**src/rtl/pwu_pkg.sv**
```systemverilog
// Package for the particle weight update core: field widths, register codes,
// the configuration struct and small arithmetic helpers (absolute difference, saturating adds).
// Has no dependencies.
package pwu_pkg;

    localparam int unsigned DefMaxLandmarks = 64;
    localparam int unsigned DefSineDepth    = 1024;

    localparam int IdxW   = 6;
    localparam int CoordW = 32;
    localparam int HeadW  = 16;
    localparam int FacW   = 24;
    localparam int WideW  = 40;
    localparam int CntW   = 8;
    localparam int LcntW  = 7;
    localparam int SqW    = 64;
    localparam int AddrW  = 5;
    localparam int DataW  = 64;

    localparam logic REQ_LOAD = 1'b0;
    localparam logic REQ_OBS  = 1'b1;

    typedef enum logic [1:0] {
        REG_INV_X  = 2'd0,
        REG_INV_Y  = 2'd1,
        REG_RANGE  = 2'd2,
        REG_LCOUNT = 2'd3
    } t_reg_idx;

    localparam logic [FacW-1:0]  FacReset    = 24'd65536;
    localparam logic [WideW-1:0] RangeReset  = 40'd2621440000;
    localparam logic [LcntW-1:0] LcountReset = 7'd64;
    localparam logic [SqW-1:0]   FarScore    = 64'd1048576000000000000;
    localparam logic [WideW-1:0] Max40       = {WideW{1'b1}};

    typedef struct packed {
        logic [FacW-1:0]  inv_two_var_x;
        logic [FacW-1:0]  inv_two_var_y;
        logic [WideW-1:0] range_squared;
        logic [LcntW-1:0] landmark_count;
    } t_cfg;

    function automatic logic [CoordW-1:0] abs_diff(input logic signed [CoordW-1:0] a,
                                                   input logic signed [CoordW-1:0] b);
        logic signed [CoordW:0] d;
        d = 33'(a) - 33'(b);
        abs_diff = d[CoordW] ? CoordW'(-d) : d[CoordW-1:0];
    endfunction

    function automatic logic [SqW-1:0] sat_add64(input logic [SqW-1:0] a,
                                                 input logic [SqW-1:0] b);
        logic [SqW:0] s;
        s = {1'b0, a} + {1'b0, b};
        sat_add64 = s[SqW] ? {SqW{1'b1}} : s[SqW-1:0];
    endfunction

    function automatic logic [WideW-1:0] sat_add40(input logic [WideW-1:0] a,
                                                   input logic [WideW-1:0] b);
        logic [WideW:0] s;
        s = {1'b0, a} + {1'b0, b};
        sat_add40 = s[WideW] ? Max40 : s[WideW-1:0];
    endfunction

endpackage

```
**src/rtl/pwu_lmk_mem.sv**
```systemverilog
// Landmark table: one write port and one registered read port holding the
// x and y map coordinates of each landmark. Depends on pwu_pkg.
module pwu_lmk_mem #(
    parameter int unsigned MAX_LANDMARKS = pwu_pkg::DefMaxLandmarks,
    parameter int unsigned AW = (MAX_LANDMARKS > 1) ? $clog2(MAX_LANDMARKS) : 1
) (
    input  logic                                 i_clk,
    input  logic                                 i_we,
    input  logic [AW-1:0]                        i_waddr,
    input  logic signed [pwu_pkg::CoordW-1:0]    i_wx,
    input  logic signed [pwu_pkg::CoordW-1:0]    i_wy,
    input  logic [AW-1:0]                        i_raddr,
    output logic signed [pwu_pkg::CoordW-1:0]    o_rx,
    output logic signed [pwu_pkg::CoordW-1:0]    o_ry
);
    import pwu_pkg::*;

    logic [2*CoordW-1:0] mem [MAX_LANDMARKS];
    logic [2*CoordW-1:0] r_rd;

    always_ff @(posedge i_clk) begin
        if (i_we) begin
            mem[i_waddr] <= {i_wx, i_wy};
        end
        r_rd <= mem[i_raddr];
    end

    assign o_rx = r_rd[2*CoordW-1:CoordW];
    assign o_ry = r_rd[CoordW-1:0];
endmodule

```
**config.mk**
```make
export PLATFORM = sky130hd
export DESIGN_NAME = pwu_lmk_mem
export DESIGN_NICKNAME = d
export VERILOG_FILES = /design/src/rtl/pwu_pkg.sv /design/src/rtl/pwu_lmk_mem.sv
export SDC_FILE = /design/constraint.sdc
export NUM_CORES = 2
export LEC_CHECK = 0
export BUFFER_PORTS_ARGS = -buffer_cell sky130_fd_sc_hd__buf_4
export CAP_MARGIN = 20
export CORE_MARGIN = 2
export CORE_UTILIZATION = 62
export CTS_BUF_LIST = sky130_fd_sc_hd__clkbuf_4
export DETAILED_ROUTE_END_ITERATION = 10
export HOLD_SLACK_MARGIN = 0.1
export PLACE_DENSITY = 0.8
export SLEW_MARGIN = 20
export SYNTH_ARGS = -nofsm -noshare
export SYNTH_HDL_FRONTEND = slang
export SYNTH_SLANG_ARGS = --single-unit
```
**constraint.sdc**
```tcl
create_clock -name i_clk -period 7.6 [get_ports i_clk]
set_clock_uncertainty 0.1 [all_clocks]
set_input_delay 0 -clock i_clk [delete_from_list [all_inputs] [get_ports i_clk]]
set_output_delay 0 -clock i_clk [all_outputs]
set_load 0.1 [all_outputs]
```
==> flow_metrics.env <==
export IMPL_finalSetupViolCount=0
export IMPL_hold_viol=0
export IMPL_power_density_nw_per_um2=256.7
export IMPL_synth_top_area_frac=0.7867
export IMPL_coreArea_sq_um=251200
export IMPL_rsz0062_at_grt="no"
export IMPL_nets=7876
export IMPL_io_pins=142
export IMPL_cts_sinks=4160
export IMPL_status="finished, final reports clean"
export IMPL_dieArea_sq_um=256200
export IMPL_clock_path_buffers=4
export IMPL_slew_headroom=0.1742
export IMPL_slew_viol_final=0
export IMPL_power_static_leakage_nw=57.22
export IMPL_end_kind="register"
export IMPL_place_area_sq_um=162300
export IMPL_drt_first_pass_iters=8
export IMPL_period_needed_ps=4841
export IMPL_drt_vias_per_instance=6.999
export IMPL_portBuffers=141
export IMPL_ys_seq_elements=4160
export IMPL_postRouteAntennaNets=0
export IMPL_crit_fanout=42
export IMPL_syn_inst=6598
export IMPL_area_delta_synth_final_pct=14.11
export IMPL_syn_avg_cell_area_sq_um=23.70
export IMPL_drt_wl_total_mm=436.2
export IMPL_synth_top_area_cell="edfxtp_1"
export IMPL_setup_tns_ps=0
export IMPL_final_core_util=0.7103
export IMPL_worst_pin_slew_ps=1239
export IMPL_design_area_sq_um=178400
export IMPL_synth_edf_count=4096
export IMPL_vdd_ir_drop_max_mv=0.2163
export IMPL_synth_most_common_cell="edfxtp_1"
export IMPL_synth_ff_type="edfxtp_1"
export IMPL_gp_congestion=0.7967
export IMPL_cts_buffers=940
export IMPL_required_ps=8590
export IMPL_synth_common_cells="edfxtp_1 (4096), mux4_2 (1024), buf_2 (170), a22oi_1 (168), clkbuf_1 (140)"
export IMPL_die_w_um=506.2
export IMPL_clock_latency_ps=1550
export IMPL_root_buffer="clkbuf_4"
export IMPL_drive_above_1_share=0.3464
export IMPL_ys_warn_count=0
export IMPL_ys_async_sr_fraction=0
export IMPL_grt_overflow=0
export IMPL_hp_class="in2reg"
export IMPL_synthTopCellsByArea="edfxtp_1 (79%), mux4_2 (15%), mux2i_1 (0.86%)"
export IMPL_syn_nets=6676
export IMPL_max_freq_mhz=206.6
export IMPL_grt_pass1_vias=85510
export IMPL_power_mw=45.80
export IMPL_grt_pass1_wl_mm=615.6
export IMPL_synthDistinctLibCells=33
export IMPL_grt_max_degree=135
export IMPL_clk_pin_slew_worst_paths_ps=80
export IMPL_worstPathArrival_ps=5830
export IMPL_antenna_found_initial=23
export IMPL_drc=0
export IMPL_die_h_um=506.2
export IMPL_start_util=0.6225
export IMPL_vias=83450
export IMPL_critPathLaunchType="input port"
export IMPL_fin_hold_ws_ps=277.1
export IMPL_cts_tree="yes"
export IMPL_finalCritPeriodShare=0.6370
export IMPL_cap_violations=0
export IMPL_dpl_hpwl_mm=206.1
export IMPL_post_drt_wl_per_cell_um=36.59
export IMPL_grt_total_usage=0.3431
export IMPL_post_cts_resized=0
export IMPL_row_count=184
export IMPL_htree_levels=6
export IMPL_ys_seq_area_frac=0.7949
export IMPL_first_iter_violations=15060
export IMPL_critPathKind="in2reg"
export IMPL_syn_area_sq_um=156300
-- cells by family (layout without fill, tap and decap cells) --
logic type | Yosys count | count (layout) | share of synthesized area
flip-flops | 4160 | 4160 | 0.7949
buffers and inverters | 389 | 2350 | 0.01180
AND/OR/NAND/NOR | 386 | 386 | 0.01240
multiplexers | 1159 | 1159 | 0.1561
other | 0 | 16 | 0
AO/OA/AOI/OAI | 504 | 504 | 0.02477
-- placed cells by master, fill, tap and decap left out, types with 24 or more instances in the layout --
cell           Yosys  layout
clkbuf_4           0    1388
dlygate4sd3_1      0     248
and3_1            64      64
buf_4             34     258
nand3_1           45      45
or2_2             28      28
mux4_2          1024    1024
buf_12             0      87
edfxtp_1        4096    4096
nor2_4             0      65
a211oi_1          63      63
clkinv_1           0     248
dfxtp_1           64      64
nor2b_1           28      24
nand2_1           58      56
o221ai_1          38      38
clkinv_2           0      29
or3_1             29      29
a22oi_1          168     168
a22o_1            88      88
mux2i_1          135     135
o22ai_1           83      83
nor2_1           112      47
a41oi_1           26      26
buf_16             0      32
-- repair_timing --
item,in CTS,in global routing
buffers inserted,0,0
endpoints found under the hold margin,7555,0
hold buffers,315,0
-- final timing paths --
check / start / to / slack (ps) / depth (start not counted)
max: i_waddr[2] / mem[3][19]$_DFFE_PP_ / 2760 / 12
max reg2reg: mem[56][44]$_DFFE_PP_ / r_rd[44]$_DFF_P_ / 3660 / 8
min reg2reg: mem[55][2]$_DFFE_PP_ / r_rd[2]$_DFF_P_ / 730 / 4
min: i_waddr[3] / mem[57][30]$_DFFE_PP_ / 280 / 4
-- cell type report --
type	count	area, sq um
clock inverter	315	1553
multi-input combinational	2049	30780
inverter	19	71.32
clock buffer	1388	10420
fill	13400	72760
sequential	4160	124300
timing repair buffer	628	7083
antenna	16	40.04
tap	3348	4189
-- power breakdown --
part           total [mW]  switching (mW)  internal [mW]
Combinational        2.77            1.79          0.986
Sequential           25.5           0.124           25.4
Clock                17.5            8.83           8.71
-- registers in the layout, summed over array words and instances, names as in the netlist --
signal  flops
r_rd       64
mem      4096
-- critical path: stages --
cell           delay, ps
dlygate4sd3_1        560
dlygate4sd3_1        630
buf_4                180
dlygate4sd3_1        680
nor2b_1              240
nand3_1              110
dlygate4sd3_1        580
buf_4                150
dlygate4sd3_1        830
nor2_4               200
dlygate4sd3_1        680
buf_4                900
-- metal layers --
| layer | part of all wire | GRT usage |
|---|---|---|
| met4 | 0.062 | 0.1917 |
| met1 | 0.31 | 0.4443 |
| met5 | 0.00014 | 0 |
| met3 | 0.15 | 0.09782 |
| met2 | 0.48 | 0.5318 |
-- per-stage QoR --
| step | worst slack, ps | std cells |
|---|---|---|
| final | 2759 | 11920 |
| after global routing | 2809 | 11910 |
| after CTS | 3194 | 11900 |
| after detailed placement | 3906 | 9886 |
| after global placement | 3944 | 9873 |
| after floorplan | 2064 | 6598 |
(Power assumes the default switching activity.)
