File: config.mk
export PLATFORM = sky130hd
export DESIGN_NAME = pwu_apb_regs
export DESIGN_NICKNAME = d
export VERILOG_FILES = /design/src/rtl/pwu_pkg.sv /design/src/rtl/pwu_apb_regs.sv
export SDC_FILE = /design/constraint.sdc
export NUM_CORES = 1
export LEC_CHECK = 0
export ABC_AREA = 1
export BUFFER_PORTS_ARGS = -buffer_cell sky130_fd_sc_hd__buf_2
export CORE_UTILIZATION = 46
export CTS_CLUSTER_DIAMETER = 30
export CTS_CLUSTER_SIZE = 14
export DETAILED_ROUTE_END_ITERATION = 10
export PLACE_DENSITY_LB_ADDON = 0.2
export SLEW_MARGIN = 20
export SYNTH_ARGS = -nofsm -noshare
export SYNTH_HDL_FRONTEND = slang
export SYNTH_SLANG_ARGS = --single-unit
File: constraint.sdc
create_clock -name i_clk -period 0.9 [get_ports i_clk]
set_input_delay 0.045 -clock i_clk [delete_from_list [all_inputs] [get_ports i_clk]]
set_output_delay 0.045 -clock i_clk [all_outputs]
set_load 0.01 [all_outputs]
File: src/rtl/pwu_pkg.sv
// Package for the particle weight update core: field widths, register codes,
// the configuration struct and small arithmetic helpers (absolute difference, saturating adds).
// Has no dependencies.
package pwu_pkg;

    localparam int unsigned DefMaxLandmarks = 64;
    localparam int unsigned DefSineDepth    = 1024;

    localparam int IdxW   = 6;
    localparam int CoordW = 32;
    localparam int HeadW  = 16;
    localparam int FacW   = 24;
    localparam int WideW  = 40;
    localparam int CntW   = 8;
    localparam int LcntW  = 7;
    localparam int SqW    = 64;
    localparam int AddrW  = 5;
    localparam int DataW  = 64;

    localparam logic REQ_LOAD = 1'b0;
    localparam logic REQ_OBS  = 1'b1;

    typedef enum logic [1:0] {
        REG_INV_X  = 2'd0,
        REG_INV_Y  = 2'd1,
        REG_RANGE  = 2'd2,
        REG_LCOUNT = 2'd3
    } t_reg_idx;

    localparam logic [FacW-1:0]  FacReset    = 24'd65536;
    localparam logic [WideW-1:0] RangeReset  = 40'd2621440000;
    localparam logic [LcntW-1:0] LcountReset = 7'd64;
    localparam logic [SqW-1:0]   FarScore    = 64'd1048576000000000000;
    localparam logic [WideW-1:0] Max40       = {WideW{1'b1}};

    typedef struct packed {
        logic [FacW-1:0]  inv_two_var_x;
        logic [FacW-1:0]  inv_two_var_y;
        logic [WideW-1:0] range_squared;
        logic [LcntW-1:0] landmark_count;
    } t_cfg;

    function automatic logic [CoordW-1:0] abs_diff(input logic signed [CoordW-1:0] a,
                                                   input logic signed [CoordW-1:0] b);
        logic signed [CoordW:0] d;
        d = 33'(a) - 33'(b);
        abs_diff = d[CoordW] ? CoordW'(-d) : d[CoordW-1:0];
    endfunction

    function automatic logic [SqW-1:0] sat_add64(input logic [SqW-1:0] a,
                                                 input logic [SqW-1:0] b);
        logic [SqW:0] s;
        s = {1'b0, a} + {1'b0, b};
        sat_add64 = s[SqW] ? {SqW{1'b1}} : s[SqW-1:0];
    endfunction

    function automatic logic [WideW-1:0] sat_add40(input logic [WideW-1:0] a,
                                                   input logic [WideW-1:0] b);
        logic [WideW:0] s;
        s = {1'b0, a} + {1'b0, b};
        sat_add40 = s[WideW] ? Max40 : s[WideW-1:0];
    endfunction

endpackage

File: src/rtl/pwu_apb_regs.sv
// APB configuration registers of the particle weight update core.
// Depends on pwu_pkg.
module pwu_apb_regs (
    input  logic                   i_clk,
    input  logic                   i_rst_n,
    input  logic                   psel,
    input  logic                   penable,
    input  logic                   pwrite,
    input  logic [pwu_pkg::AddrW-1:0] paddr,
    input  logic [pwu_pkg::DataW-1:0] pwdata,
    output logic [pwu_pkg::DataW-1:0] prdata,
    output logic                   pready,
    output pwu_pkg::t_cfg          o_cfg
);
    import pwu_pkg::*;

    t_cfg     r_cfg;
    t_reg_idx idx;

    assign idx    = t_reg_idx'(paddr[4:3]);
    assign pready = 1'b1;
    assign o_cfg  = r_cfg;

    always_ff @(posedge i_clk) begin
        if (!i_rst_n) begin
            r_cfg.inv_two_var_x  <= FacReset;
            r_cfg.inv_two_var_y  <= FacReset;
            r_cfg.range_squared  <= RangeReset;
            r_cfg.landmark_count <= LcountReset;
        end else if (psel && penable && pwrite) begin
            unique case (idx)
                REG_INV_X:  r_cfg.inv_two_var_x  <= pwdata[FacW-1:0];
                REG_INV_Y:  r_cfg.inv_two_var_y  <= pwdata[FacW-1:0];
                REG_RANGE:  r_cfg.range_squared  <= pwdata[WideW-1:0];
                REG_LCOUNT: r_cfg.landmark_count <= pwdata[LcntW-1:0];
                default: ;
            endcase
        end
    end

    always_comb begin
        unique case (idx)
            REG_INV_X:  prdata = DataW'(r_cfg.inv_two_var_x);
            REG_INV_Y:  prdata = DataW'(r_cfg.inv_two_var_y);
            REG_RANGE:  prdata = DataW'(r_cfg.range_squared);
            REG_LCOUNT: prdata = DataW'(r_cfg.landmark_count);
            default:    prdata = '0;
        endcase
    end
endmodule

==> impl_metrics.ini, run 1 <==
[outcome]
status = complete, but fails checks
violations = negative setup slack

[cts]
cts_made_buffers = 9
clockBufferDepth = 2
clock_sinks = 95
tritoncts = yes
htree_levels = 3
clkLatencyLatePin_ps = 350
root_buffer = clkbuf_8
clk_pin_slew_worst_paths_ps = 100

[run]
cap_viol_max_count = 0

[worst_setup_path]
worstSetupEndpointType = primary output
cp.required_ps = 850
path_cells = nand2_1 > nand4_1 > buf_2
crit_path_start = o_cfg[11]$_SDFFE_PN0P_
arrival_ps = 1040
reg2reg_slack_ps = 20
reg2reg_depth = 5
critPathMaxStageDelay_ps = 350
crit_type = reg -> out
cp-start-kind = flip-flop
critical_path.max_fanout = 3
crit-reg2reg-capture = o_cfg[67]$_SDFFE_PN0P_
slowest_stage = dfxtp_2
crit_end = prdata[4]
reg2reg_from = o_cfg[67]$_SDFFE_PN0P_

[synthesis]
synthCells = 730
synth_seq_cells = 95
synth.avg_cell_area_um2 = 6.43
yosys_warnings = 0
synth_area_um2 = 4690
seq_area_frac_synth_pct = 40.5
synth_cell_type_count = 18

[route]
drc = 0
viasPerCell = 4.96
ant_nets = 0
routedWlPerCell_um = 14.0
vias = 5501
dr.pass1.iters = 5
wl_um = 15500
first_iter_violations = 237

[floorplan]
io_pins = 234
fp.dieH_um = 103
fp-row-count = 36
die_w_um = 103
core_um2 = 9820
start_util_pct = 47.8
die_area_um2 = 10600

[min_path]
min_path_type = in -> reg
min_from = pwdata[34]

[grt]
grt_max_degree = 55
overflow = 0
grt_pass1_vias = 4701
gr-usage-all-layers_pct = 25.9
grt_pass1_wl_um = 21400
antenna_found_initial = 0

[cells_and_area]
fin_area_um2 = 7560
layout-drive-gt1-share_pct = 44.5
final_nets = 1044
largest_reg_flops = 95
mostFrequentLayoutCell = nor2_1
area_growth_pct = 61.1
diodes = 0
final_cell_mix = 189 x nor2_1, 158 x nand2_1, 141 x buf_6, 103 x nand3_1, 90 x dfxtp_2

[timing]
max_freq_mhz = 921
finalCritPeriodShare_pct = 121
drv_slew = 0
tns_ps = -7700
rsz0062_at_grt = true
layout_setup_ws_ps = -185
post-route-min-period_ps = 1090
skew_ps = 0
finalSetupViolCount = 78
whs_ps = 18.7
hold_viol = 0

[place]
place.gp.congestion = 0.774
placed_area_um2 = 5770
port_buffers = 181
post-dp-hpwl_um = 8870

[power]
cellLeakagePower_nw = 3.73
ir_drop_mv = 0.768
p_per_area_nw_per_um2 = 1130
==> cells in the mapped netlist <==
| master | count | area share [%] |
|---|---|---|
| buf_1 | 5 | 0.40 |
| buf_2 | 19 | 2.0 |
| buf_4 | 38 | 6.1 |
| buf_6 | 4 | 0.96 |
| clkbuf_1 | 5 | 0.40 |
| conb_1 | 2 | 0.16 |
| dfxtp_1 | 95 | 41 |
| inv_1 | 53 | 4.2 |
| inv_2 | 3 | 0.24 |
| nand2_1 | 184 | 15 |
| nand2_2 | 1 | 0.13 |
| nand3_1 | 112 | 12 |
| nand3_2 | 1 | 0.21 |
| nand4_1 | 7 | 0.93 |
| nor2_1 | 192 | 15 |
| nor2_2 | 1 | 0.13 |
| nor2_4 | 5 | 1.2 |
| o21ai_0 | 3 | 0.32 |
==> how the worst min path moves through the flow <==
| stage | slack [ps] | cells after the start | endpoint |
|---|---|---|---|
| final | 20 | 5 | o_cfg[41]$_SDFFE_PN0P_ |
| after CTS | 3 | 5 | o_cfg[46]$_SDFFE_PN0P_ |
| after global placement | 260 | 3 | o_cfg[38]$_SDFFE_PN1P_ |
| after global routing | 20 | 5 | o_cfg[46]$_SDFFE_PN0P_ |
| after detailed placement | 280 | 3 | o_cfg[38]$_SDFFE_PN1P_ |
| after floorplan | 170 | 2 | o_cfg[33]$_SDFFE_PN1P_ |
==> routing by layer <==
metal  vias up  share of wire (%)  track usage [%]  wire length [um]
met5         -                  0                0                 0
met4         0                2.1             11.5               322
met3        34                6.9             4.14              1080
met2       274                 52             46.2              8140
met1      2530                 39             30.7              5990
li1       2663                  -                -                 -
==> critical path, delay by kind of cell (launching register included) <==
family                 cells  cell delay [ps]
and+or+nand+nor            2              170
DFF                        1              350
buffers and inverters      1              150
==> metrics by stage <==
step | setup WS [ps] | cells | power [mW] | utilization [%]
after global routing | -246 | 1108 | 8.92 | 77.0
after floorplan | 88.9 | 753 | 5.23 | -
after global placement | -153 | 1020 | 5.60 | 58.7
final | -185 | 1108 | 8.52 | 77.0
after detailed placement | -188 | 1020 | 5.62 | 58.7
after CTS | -199 | 1080 | 8.39 | 68.8
==> power breakdown <==
group	internal (mW)	switching, mW	leakage, nW
registers	4.30	0.0952	0.809
logic	0.688	0.802	2.83
clock network	1.10	1.54	0.0930
total	6.08	2.43	3.73
==> cell families (layout without fill, tap and decap cells) <==
logic type             Yosys count  count (layout)  share of synthesized area (%)
other                            2              25                          0.160
flip-flops                      95              95                           40.5
AO/OA/AOI/OAI                    3               3                          0.320
AND/OR/NAND/NOR                503             503                           44.6
buffers and inverters          127             349                           14.3
==> timing repair <==
item                                   4_1_cts  5_1_grt
hold buffers                                14        0
resized for setup                          161      131
setup endpoints to repair                  135      135
pin swaps                                   34       25
endpoints found under the hold margin       15        0
setup buffers                               30       28
gates cloned                                 0        0
==> final cells by class <==
cell class                      count  area [um^2]
Tap cell                          133          166
Clock inverter                      6         43.8
Fill cell                         699         2260
Inverter                           56          210
Multi-Input combinational cell    531         2330
Timing Repair Buffer              277         2640
Sequential cell                    95         2030
Clock buffer                       10          138
Power figures use the tool's default switching activity.
==> inputs of run 2 (changes only) <==
--- a/config.mk
+++ b/config.mk
@@ -12,6 +12,7 @@
 export CTS_CLUSTER_SIZE = 14
 export DETAILED_ROUTE_END_ITERATION = 10
 export PLACE_DENSITY_LB_ADDON = 0.2
+export RECOVER_POWER = 100
 export SLEW_MARGIN = 20
 export SYNTH_ARGS = -nofsm -noshare
 export SYNTH_HDL_FRONTEND = slang
==> run 2 against run 1 <==
  * The flow still finishes with violations (negative setup slack)
  * Worst setup slack got worse by 9.7 ps
  * Wire length grew 0.15%
  * Final area decreased by 0.89%
  * Highest routed layer unchanged
==> impl_metrics.ini, run 2 (synthesis results as in run 1) <==
[place]
placed_area_um2 = 5770
place.gp.congestion = 0.774
port_buffers = 181
dpl.cell_count = 1020
post-dp-hpwl_um = 8870

[route]
ant_nets = 0
dr.pass1.iters = 7
drc = 0
vias = 5500
viasPerCell = 4.96
routedWlPerCell_um = 14.0
first_iter_violations = 288
wl_um = 15600

[timing]
rsz0062_at_grt = true
drv_slew = 0
skew_ps = 0
tns_ps = -7760
layout_setup_ws_ps = -195
finalCritPeriodShare_pct = 122
hold_viol = 0
post-route-min-period_ps = 1100
max_freq_mhz = 913
finalSetupViolCount = 78

[floorplan]
core_um2 = 9820
io_pins = 234
fp-row-count = 36
start_util_pct = 47.8
fp.dieH_um = 103
die_area_um2 = 10600
die_w_um = 103

[power]
p_sw_mw = 2.43
p_per_area_nw_per_um2 = 1130
p_int_mw = 6.07
cellLeakagePower_nw = 3.71
ir_drop_mv = 0.761
finalPower_mw = 8.50
power_frac_clock_pct = 31.0
swShare_pct = 28.6
seqPwrFrac_pct = 51.7
combPwrFrac_pct = 17.3

[cells_and_area]
mostFrequentLayoutCell = nor2_1
layout-drive-gt1-share_pct = 44.2
diodes = 0
nFillCells = 711
final_cell_mix = 190 x nor2_1, 158 x nand2_1, 144 x buf_6, 104 x nand3_1, 90 x dfxtp_2
final_cells = 1108
seqCellArea_um2 = 2030
fin_area_um2 = 7490
final_nets = 1044
multi_input_area_um2 = 2300
area_growth_pct = 59.7
largest_reg_flops = 95

[worst_setup_path]
cp-start-kind = flip-flop
slowest_stage = dfxtp_2
arrival_ps = 1050
cp.required_ps = 850
critical_path.max_fanout = 2
reg2reg_depth = 5
crit_type = reg -> out
critPathMaxStageDelay_ps = 330
path_cells = nand2_1 > nand4_1 > buf_2
worstSetupEndpointType = primary output

[cts]
clockBufferDepth = 2
root_buffer = clkbuf_8
clk_pin_slew_worst_paths_ps = 90
clkLatencyLatePin_ps = 360
cts_made_buffers = 9
clock_sinks = 95
tritoncts = yes
htree_levels = 3

[grt]
overflow = 0
grt_pass1_wl_um = 21400
gr-usage-all-layers_pct = 25.9
grt_max_degree = 55
grt_pass1_vias = 4701
antenna_found_initial = 0

[outcome]
violations = negative setup slack
status = complete, but fails checks

[min_path]
min_path_type = in -> reg
hold_depth = 5

[run]
cap_viol_max_count = 0
==> run 2: critical path: cells and delay by family (launching register included) <==
kind	cells	cell delay [ps]
and+or+nand+nor	2	190
DFF	1	330
buffers and inverters	1	170
==> run 2: layout make-up <==
class	count	share of cell area, %
clock buffer	10	1.84
clock inverter	6	0.584
inverter	56	2.81
multi-input combinational	531	30.7
sequential	95	27.1
tap	133	2.22
timing repair buffer	277	34.7
==> run 2: repair_timing <==
action                     4_1_cts  5_1_grt
setup endpoints to repair      135      135
cloned                           0        0
pin swaps                       34       25
resized for setup              161      131
setup buffers                   30       28
hold endpoints to repair        15        0
hold buffers                    14        0
==> run 2: power groups by stage <==
| stage | Clock, mW | Combinational (mW) | Sequential (mW) |
|---|---|---|---|
| 3_3_place_gp | 0 | 1.14 | 4.46 |
| 6_report | 2.64 | 1.47 | 4.39 |
| 2_1_floorplan | 0 | 0.735 | 4.50 |
| 4_1_cts | 2.69 | 1.31 | 4.38 |
| 3_5_place_dp | 0 | 1.16 | 4.46 |
| 5_1_grt | 2.88 | 1.61 | 4.40 |
==> run 2: metrics by stage <==
stage | util, % | hold WS [ps] | worst slack (ps)
5_1_grt | 76.3 | 18.9 | -246
4_1_cts | 68.8 | 3.23 | -199
3_5_place_dp | 58.7 | 275 | -188
6_report | 76.3 | 9.04 | -195
2_1_floorplan | - | 171 | 88.9
3_3_place_gp | 58.7 | 261 | -153
==> run 2: final timing paths <==
kind                           from                endpoint  slack (ps)
min                      pwdata[38]  o_cfg[45]$_SDFFE_PN0P_           9
max reg2reg  o_cfg[67]$_SDFFE_PN0P_  o_cfg[67]$_SDFFE_PN0P_          20
max          o_cfg[53]$_SDFFE_PN0P_               prdata[6]        -200
min reg2reg  o_cfg[38]$_SDFFE_PN1P_  o_cfg[38]$_SDFFE_PN1P_         500
==> run 2: layer usage <==
layer	wire, um	share of wire (%)	GRT usage (%)	up-vias
met5	0	0	0	-
met4	345	2.2	11.5	0
met3	1180	7.6	4.14	34
met2	8110	52	46.2	287
met1	5910	38	30.7	2517
li1	-	-	-	2662
==> inputs of run 3 (changes only) <==
--- a/config.mk
+++ b/config.mk
@@ -6,13 +6,14 @@
 export NUM_CORES = 1
 export LEC_CHECK = 0
 export ABC_AREA = 1
-export BUFFER_PORTS_ARGS = -buffer_cell sky130_fd_sc_hd__buf_2
+export BUFFER_PORTS_ARGS = -buffer_cell sky130_fd_sc_hd__buf_4
 export CORE_UTILIZATION = 46
 export CTS_CLUSTER_DIAMETER = 30
 export CTS_CLUSTER_SIZE = 14
 export DETAILED_ROUTE_END_ITERATION = 10
 export PLACE_DENSITY_LB_ADDON = 0.2
 export RECOVER_POWER = 100
+export SKIP_LAST_GASP = 1
 export SLEW_MARGIN = 20
 export SYNTH_ARGS = -nofsm -noshare
 export SYNTH_HDL_FRONTEND = slang
==> run 3 against run 2 <==
  * The flow still finishes with violations (negative setup slack)
  * Clock skew is the same
  * Clock power rose by 9.5%
  * Flip-flop and latch count is the same
  * Critical endpoint is now prdata[5]
  * Largest power group unchanged
==> impl_metrics.ini, run 3 (synthesis results as in run 1) <==
[floorplan]
fp-row-count = 36
fp.dieH_um = 103
start_util_pct = 47.8
io_pins = 234
die_area_um2 = 10600
core_um2 = 9820
die_w_um = 103

[worst_setup_path]
worstSetupEndpointType = primary output
crit_type = reg -> out
critical_path.max_fanout = 2
crit_path_start = o_cfg[5]$_SDFFE_PN0P_
cp.required_ps = 850
crit-reg2reg-capture = o_cfg[12]$_SDFFE_PN0P_
crit_end = prdata[5]
reg2reg_slack_ps = -50
arrival_ps = 1120
reg2reg_from = o_cfg[12]$_SDFFE_PN0P_
reg2reg_depth = 4
cp-start-kind = flip-flop

[cts]
clkLatencyLatePin_ps = 350
clockBufferDepth = 2
clk_pin_slew_worst_paths_ps = 100
root_buffer = clkbuf_8
clock_sinks = 95
htree_levels = 3
tritoncts = yes
cts_made_buffers = 9

[grt]
grt_pass1_vias = 4902
overflow = 0
antenna_found_initial = 0
grt_pass1_wl_um = 23400
grt_max_degree = 53
gr-usage-all-layers_pct = 28.5

[route]
ant_nets = 0
wl_um = 17600
drc = 0
vias = 5738
viasPerCell = 5.09
routedWlPerCell_um = 15.6
first_iter_violations = 284
dr.pass1.iters = 5

[timing]
layout_setup_ws_ps = -264
finalSetupViolCount = 174
hold_viol = 0
rsz0062_at_grt = true
finalCritPeriodShare_pct = 129
post-route-min-period_ps = 1160
skew_ps = 0
drv_slew = 0
max_freq_mhz = 859

[power]
power_frac_clock_pct = 32.4
cellLeakagePower_nw = 3.94
p_sw_mw = 2.56
ir_drop_mv = 0.809
p_int_mw = 6.39
combPwrFrac_pct = 18.5
seqPwrFrac_pct = 49.1
swShare_pct = 28.6
p_per_area_nw_per_um2 = 1120

[place]
pre_cts_slack_ps = -160
placed_area_um2 = 6240
port_buffers = 181
post-dp-hpwl_um = 9360
place.gp.congestion = 0.829

[cells_and_area]
layout-drive-gt1-share_pct = 48.9
area_growth_pct = 70.9
largest_reg_flops = 95
mostFrequentLayoutCell = nor2_1
final_nets = 1064
nFillCells = 639
diodes = 0
fin_area_um2 = 8020
final_cell_mix = 185 x nor2_1, 157 x buf_6, 135 x nand2_1, 112 x buf_4, 96 x nand3_1

[outcome]
violations = negative setup slack
status = complete, but fails checks

[run]
cap_viol_max_count = 0

[min_path]
min_path_type = in -> reg
## run 3: changes by cell type in the layout (fill, tap and decap cells not counted), moves of 3 or more
| cell | previous run | this run |
|---|---|---|
| nor2_2 | 5 | 9 |
| nand2_1 | 158 | 135 |
| buf_2 | 76 | 0 |
| inv_2 | 14 | 17 |
| buf_4 | 31 | 112 |
| nor2_1 | 190 | 185 |
| nand3_2 | 9 | 17 |
| inv_1 | 42 | 39 |
| buf_6 | 144 | 157 |
| dfxtp_1 | 0 | 3 |
| nand3_1 | 104 | 96 |
| nand2_2 | 27 | 50 |
## run 3: per-stage QoR
| stage | TNS [ps] | power [mW] | hold WS, ps | cells | utilization, % |
|---|---|---|---|---|---|
| finish | -12930 | 8.94 | 2.60 | 1128 | 81.7 |
| global route | -24950 | 9.26 | 31.5 | 1128 | 81.7 |
| CTS | -8280 | 8.77 | 1.01 | 1109 | 76.0 |
| detailed placement | -9740 | 5.77 | 262 | 1023 | 63.6 |
| global placement | -5240 | 5.74 | 261 | 1023 | 63.6 |
| floorplan | 0 | 5.23 | 171 | 753 | - |
## run 3: layout make-up
| type | instances | area (um^2) | area share, % |
|---|---|---|---|
| Timing Repair Buffer | 297 | 3000 | 37.4 |
| Multi-Input combinational cell | 531 | 2420 | 30.2 |
| Sequential cell | 95 | 2030 | 25.3 |
| Inverter | 56 | 210 | 2.62 |
| Tap cell | 133 | 166 | 2.08 |
| Clock buffer | 9 | 124 | 1.54 |
| Clock inverter | 7 | 71.3 | 0.890 |
## run 3: worst min path at each step
| stage | from | end | slack (ps) | cells after the start |
|---|---|---|---|---|
| CTS | pwdata[34] | o_cfg[41]$_SDFFE_PN0P_ | 1 | 5 |
| global placement | pwdata[27] | o_cfg[34]$_SDFFE_PN1P_ | 260 | 3 |
| finish | pwdata[34] | o_cfg[41]$_SDFFE_PN0P_ | 3 | 5 |
| floorplan | pwdata[26] | o_cfg[33]$_SDFFE_PN1P_ | 170 | 2 |
| detailed placement | pwdata[28] | o_cfg[35]$_SDFFE_PN1P_ | 260 | 3 |
| global route | pwdata[30] | o_cfg[37]$_SDFFE_PN0P_ | 30 | 5 |
## run 3: critical path: stages (launching register included)
cell and delay [ps]:
dfxtp_2 340, nand2_2 80, nand4_1 150, buf_4 190
## run 3: per-layer routing
layer	vias to the layer above	GRT usage (%)	wire, um
met2	302	51.7	9090
met5	-	0	0
li1	2701	-	-
met4	0	9.75	599
met1	2677	34.0	6630
met3	58	4.47	1270
## run 3: repair_timing
| item | 4_1_cts | 5_1_grt |
|---|---|---|
| gates cloned | 0 | 0 |
| hold buffers | 14 | 0 |
| pin swaps | 35 | 22 |
| resized for setup | 196 | 148 |
| endpoints found under the setup margin | 128 | 126 |
| hold endpoints to repair | 15 | 0 |
| buffers inserted | 56 | 21 |
## run 3: power groups by stage
stage	sequential [mW]	combinational, mW	clock, mW
finish	4.39	1.65	2.89
global route	4.40	1.79	3.07
CTS	4.38	1.50	2.89
detailed placement	4.47	1.30	0
global placement	4.46	1.27	0
floorplan	4.50	0.735	0
